**src/npuoce_pkg.sv**
```systemverilog
package npuoce_pkg;

  // Field and datapath widths
  localparam int CYC_W  = 48;
  localparam int LCL_W  = 33;
  localparam int SLOT_W = 24;
  localparam int DIV_W  = 33;
  localparam int DVS_W  = 13;
  localparam int SUM_W  = 50;

  localparam int NUM_LANES_DEF = 8;

  localparam logic [CYC_W-1:0] CYCLE_MAX = {CYC_W{1'b1}};

  // Operation modes
  localparam logic [2:0] MODE_SYS   = 3'd0;
  localparam logic [2:0] MODE_FETCH = 3'd1;
  localparam logic [2:0] MODE_LOCAL = 3'd2;
  localparam logic [2:0] MODE_FENCE = 3'd3;
  localparam logic [2:0] MODE_NPU   = 3'd4;

  // NPU instruction classes
  localparam logic [2:0] CLS_FRONT  = 3'd0;
  localparam logic [2:0] CLS_MMOVE  = 3'd1;
  localparam logic [2:0] CLS_MCLEAR = 3'd2;
  localparam logic [2:0] CLS_MMUL   = 3'd3;
  localparam logic [2:0] CLS_VEC    = 3'd4;
  localparam logic [2:0] CLS_VDIV   = 3'd5;
  localparam logic [2:0] CLS_VSQRT  = 3'd6;
  localparam logic [2:0] CLS_VRED   = 3'd7;

  // Busy units
  localparam logic [2:0] UNIT_MEM    = 3'd0;
  localparam logic [2:0] UNIT_FRONT  = 3'd1;
  localparam logic [2:0] UNIT_LOCAL  = 3'd2;
  localparam logic [2:0] UNIT_SYNC   = 3'd3;
  localparam logic [2:0] UNIT_MATRIX = 3'd4;
  localparam logic [2:0] UNIT_VECTOR = 3'd5;

  // Register indexes
  localparam logic [2:0] REG_FE_LAT   = 3'd0;
  localparam logic [2:0] REG_VS_LAT   = 3'd1;
  localparam logic [2:0] REG_DIV_LAT  = 3'd2;
  localparam logic [2:0] REG_SQRT_LAT = 3'd3;
  localparam logic [2:0] REG_ROWS     = 3'd4;
  localparam logic [2:0] REG_COLS     = 3'd5;
  localparam logic [2:0] REG_PORT     = 3'd6;
  localparam logic [2:0] REG_DMA_LAT  = 3'd7;

  // Register reset values
  localparam logic [15:0]      RST_FE_LAT   = 16'd1;
  localparam logic [15:0]      RST_VS_LAT   = 16'd4;
  localparam logic [15:0]      RST_DIV_LAT  = 16'd16;
  localparam logic [15:0]      RST_SQRT_LAT = 16'd16;
  localparam logic [DVS_W-1:0] RST_ROWS     = 13'd16;
  localparam logic [DVS_W-1:0] RST_COLS     = 13'd16;
  localparam logic [DVS_W-1:0] RST_PORT     = 13'd64;
  localparam logic [15:0]      RST_DMA_LAT  = 16'd32;

  typedef struct packed {
    logic [2:0]  mode;
    logic [2:0]  op_class;
    logic [31:0] access_bytes;
    logic [31:0] read_bytes;
    logic [31:0] write_bytes;
    logic [15:0] dim_m;
    logic [15:0] dim_n;
    logic [15:0] dim_k;
    logic [15:0] lane_count;
    logic [15:0] active_count;
  } oce_req_t;

  typedef struct packed {
    logic [CYC_W-1:0]  cycle_estimate;
    logic [15:0]       active_out;
    logic [SLOT_W-1:0] slot_count;
    logic [CYC_W-1:0]  mac_count;
    logic [LCL_W-1:0]  lcl_bytes;
    logic [2:0]        unit;
  } oce_res_t;

  // Latency registers used after the dividers
  typedef struct packed {
    logic [15:0] fe_lat;
    logic [15:0] vs_lat;
    logic [15:0] div_lat;
    logic [15:0] sqrt_lat;
    logic [15:0] dma_lat;
  } oce_cfg_t;

  // Request fields that travel beside the dividers
  typedef struct packed {
    logic [2:0]       mode;
    logic [2:0]       op_class;
    logic [15:0]      dim_m;
    logic [15:0]      dim_n;
    logic [15:0]      dim_k;
    logic [15:0]      active_count;
    logic [15:0]      lane_grp;
    logic [31:0]      mn;
    logic [LCL_W-1:0] lcl;
  } oce_side_t;

  // Divider results: quotient and remainder-nonzero flag
  typedef struct packed {
    logic [LCL_W-1:0] port_q;
    logic             port_r;
    logic [15:0]      rows_q;
    logic             rows_r;
    logic [15:0]      cols_q;
    logic             cols_r;
    logic [31:0]      mn_q;
    logic             mn_r;
  } oce_quo_t;

endpackage

```
**src/npuoce_div.sv**
```systemverilog
module npuoce_div import npuoce_pkg::*; #(
  parameter int DW = DIV_W,
  parameter int VW = DVS_W
) (
  input  logic          clk_i,
  input  logic [DW-1:0] dividend_i,
  input  logic [VW-1:0] divisor_i,
  output logic [DW-1:0] quot_o,
  output logic          rem_nz_o
);

  logic [VW-1:0] rem_q [DW];
  logic [DW-1:0] dq_q  [DW];

  // Restoring division, one quotient bit per stage
  for (genvar s = 0; s < DW; s++) begin : g_stage
    logic [VW-1:0] rem_in;
    logic [DW-1:0] dq_in;
    logic [VW:0]   trial;
    logic          ge;
    logic [VW-1:0] rem_d;
    logic [DW-1:0] dq_d;

    if (s == 0) begin : g_first
      assign rem_in = '0;
      assign dq_in  = dividend_i;
    end else begin : g_next
      assign rem_in = rem_q[s-1];
      assign dq_in  = dq_q[s-1];
    end

    assign trial = {rem_in, dq_in[DW-1]};
    assign ge    = trial >= {1'b0, divisor_i};
    assign rem_d = ge ? VW'(trial - {1'b0, divisor_i}) : VW'(trial);
    assign dq_d  = {dq_in[DW-2:0], ge};

    always_ff @(posedge clk_i) begin
      rem_q[s] <= rem_d;
      dq_q[s]  <= dq_d;
    end
  end

  assign quot_o   = dq_q[DW-1];
  assign rem_nz_o = rem_q[DW-1] != '0;

endmodule

```
**config.mk**
```make
export PLATFORM = sky130hd
export DESIGN_NAME = npuoce_div
export DESIGN_NICKNAME = d
export VERILOG_FILES = /design/src/npuoce_pkg.sv /design/src/npuoce_div.sv
export SDC_FILE = /design/constraint.sdc
export NUM_CORES = 2
export LEC_CHECK = 0
export BUFFER_PORTS_ARGS = -buffer_cell sky130_fd_sc_hd__buf_2
export CORE_MARGIN = 8
export CORE_UTILIZATION = 40
export DETAILED_ROUTE_END_ITERATION = 12
export PLACE_DENSITY_LB_ADDON = 0.2
export SYNTH_ARGS = -nofsm -noshare
export SYNTH_HDL_FRONTEND = slang
export SYNTH_SLANG_ARGS = --single-unit
```
**constraint.sdc**
```tcl
create_clock -name clk_i -period 4.18 [get_ports clk_i]
set_input_delay 0.209 -clock clk_i [delete_from_list [all_inputs] [get_ports clk_i]]
set_output_delay 0.209 -clock clk_i [all_outputs]
set_load 0.01 [all_outputs]
```
==> out/summary.txt <==
status = complete, no violations
H-tree Lvls = 4
Tcrit/Tclk final = 76.8%
Fmax achieved = 311 MHz
Worst R2R Path Depth = 10
Die X = 386 um
mean post-synth cell area = 11.5 sq um
final setup fails = 0
hold slack = 0.0579 ns
post-layout min period = 3.21 ns
final WL = 109000 um
WP data arrival = 3.85 ns
clock buffer depth = 3
predominant post-synthesis flop cell = dfxtp_1
Synth area leaders = dfxtp_1, ha_1, mux2_2
fraction of layout cells with a size suffix above 1 = 13.4%
DRC violations left = 0
DR pass1 iterations = 5
overall power = 50.7 mW
TritonCTS clock tree = done
RSZ-0062 raised after global routing = no
crit path launch type = register
CTS sink count = 1518
post-route antenna net violation count = 0
peak supply drop = 401 uV
post-synthesis cell count = 4765
Global Route met2 Usage = 22.7%
CTS root buf = clkbuf_16
CTS resizes = 0
mapped cell area = 54700 sq um
vias in the first global route = 33400
Max Transition Viols Final = 0
ant diodes = 0
Final nets = 5562
Slew HR = 38.8%
most frequent cell after synthesis = dfxtp_1
skew final = 0.0450 ns
Hold Crit Class = primary input to register
first-pass GRT wire length = 173000 um
Sequential Area = 30400 sq um
P&R area growth vs syn = 16.3%
GRT met3 Usage = 3.35%
pre-CTS WS = 0.606 ns
worst hold path cell count = 5
number of distinct library cells after synthesis = 80
final setup margin = 0.969 ns
syn_nets = 5262
Final Hold Fails = 0
slowest CP cell = a21o_1
Synth area leader = dfxtp_1
DR iter-0 viols = 1697
sequential element share of the synthesized area = 55.5%
Max Cap Viol = 0
CP dominant cell by count = o21ai_0
Sequential Power Share = 38.3%
Setup Buffers After CTS = 0
input/output buffers = 80
top-area cell type share of the netlist area = 55.5%
Placed Instance Area = 57700 sq um
Worst-Margin Slew = 0.918 ns
Buffers & Inverters on Critical Path = 1
Cell Int Power = 34.7 mW
post-synthesis register bit count = 1518
combinational power share = 34.0%
Final Cell Area = 63600 sq um
delay-heaviest family, CP = compound AO/OA/AOI/OAI gates
Synth top cells by count = dfxtp_1, ha_1, mux2_2, nor2_1, a21oi_1
static leakage = 27.6 nW
Crit Path Max Fanout = 14
total global routing overflow = 0
Switch Pwr = 16.0 mW
clock power share = 27.7%
filler instances = 12300
Required @ worst endpoint = 4.82 ns
DR vias/cell = 4.92
Yosys warning count = 0
routed vias = 34300
clk_lat worst skew = 0.79 ns
Num CTS Buffers = 157
Initial Util = 40.3%
CTS hold repair buffers = 55
cell chain of the critical path = inv_1, ha_1, fa_1, nor2b_1, o21ai_0, a21boi_0, o21ai_0, a31oi_1, a21o_1, mux2_2
Power per Cell Area = 798 nW/um^2
largest net degree at the start of global routing = 35
setup TNS = 0 ns
asr flop ratio synth = 0%
Levels on crit path = 10
global route hottest layer = met2
Total GRT Usage = 14.4%
critical path's largest stage delay = 0.51 ns
core area = 136000 sq um
initial antenna violation count = 4
GR met1 Demand/Resource = 19.0%
DP Wirelength = 74400 um
Routed WL per cell = 15.6 um
GPL Wtd Cong = 0.847
area of the multi-input gates = 23300 sq um
Post-synth EDFFs = 0
Sw Share = 31.5%
num rows = 135
DIE AREA = 149000 sq um
CP Class = register to register
IO Pins = 81
clk slew on worst S/H paths = 0.06 ns
Die Y = 386 um
Crit. End Element = register
## metal layers
metal	vias to the layer above	share of wire (%)	wire [um]
li1	17500	-	-
met1	15900	48	52200
met2	647	44	47500
met3	241	4.7	5140
met4	6	3.8	4100
met5	-	0.034	37
## worst paths after layout
path / startpoint / endpoint / slack, ns
worst max-delay path: dq_q[19][32] / rem_q[20][7] / 0.97
worst min-delay path: divisor_i[4] / rem_q[0][5] / 0.06
worst max register to register: dq_q[19][32] / rem_q[20][7] / 0.97
worst min register to register: dq_q[24][21] / dq_q[25][22] / 0.30
## area by class of cell
| cell class | count | area share (%) |
|---|---|---|
| Clock buffer | 221 | 7.00 |
| Clock inverter | 63 | 1.47 |
| Inverter | 213 | 1.26 |
| Multi-Input combinational cell | 2979 | 36.6 |
| Sequential cell | 1518 | 47.8 |
| Tap cell | 1781 | 3.50 |
| Timing Repair Buffer | 196 | 2.41 |
## flip-flops by register name (all words and copies together), names as in the netlist
signal / count
rem_q: 429
dq_q: 1089
## worst register-to-register path: stages, from the launching register on
cell	delay, ns
dfxtp_1	0.32
inv_1	0.09
ha_1	0.23
fa_1	0.41
nor2b_1	0.11
o21ai_0	0.10
a21boi_0	0.34
o21ai_0	0.21
a31oi_1	0.33
a21o_1	0.51
mux2_2	0.40
## per-stage QoR
step	util [%]	std cells
after floorplan	-	4765
after global placement	42.5	6632
after detailed placement	42.5	6632
after CTS	46.9	6971
after global routing	46.9	6971
final	46.9	6971
## logic make-up (layout without fill, tap and decap cells)
group	count (synthesis)	after routing	share of synthesized area, %
AOI/OAI and AO/OA	942	942	11.4
DFF	1518	1518	55.5
buffers and inverters	268	693	1.93
and+or+nand+nor	961	961	8.80
adders and majority gates	450	450	10.7
muxes	366	366	7.42
xor gates and xnor gates	260	260	4.16
## power by group through the flow
stage / Combinational (mW) / Clock (mW) / Sequential, mW
finish: 17.3 / 14.1 / 19.4
global route: 19.3 / 15.2 / 19.7
global placement: 16.8 / 0 / 19.8
CTS: 17.2 / 14.6 / 19.5
detailed placement: 17.0 / 0 / 19.7
floorplan: 13.9 / 0 / 19.1
## layout by cell type (no fill, tap or decap), types with 159 or more instances in the layout
master / instances
ha_1: 418
a21oi_1: 219
dfxtp_1: 1518
o21ai_0: 183
inv_1: 209
mux2_2: 265
nand2_1: 159
nor2_1: 265
xnor2_1: 176
clkbuf_16: 159
Note: power is estimated with default switching activity, not from simulation.
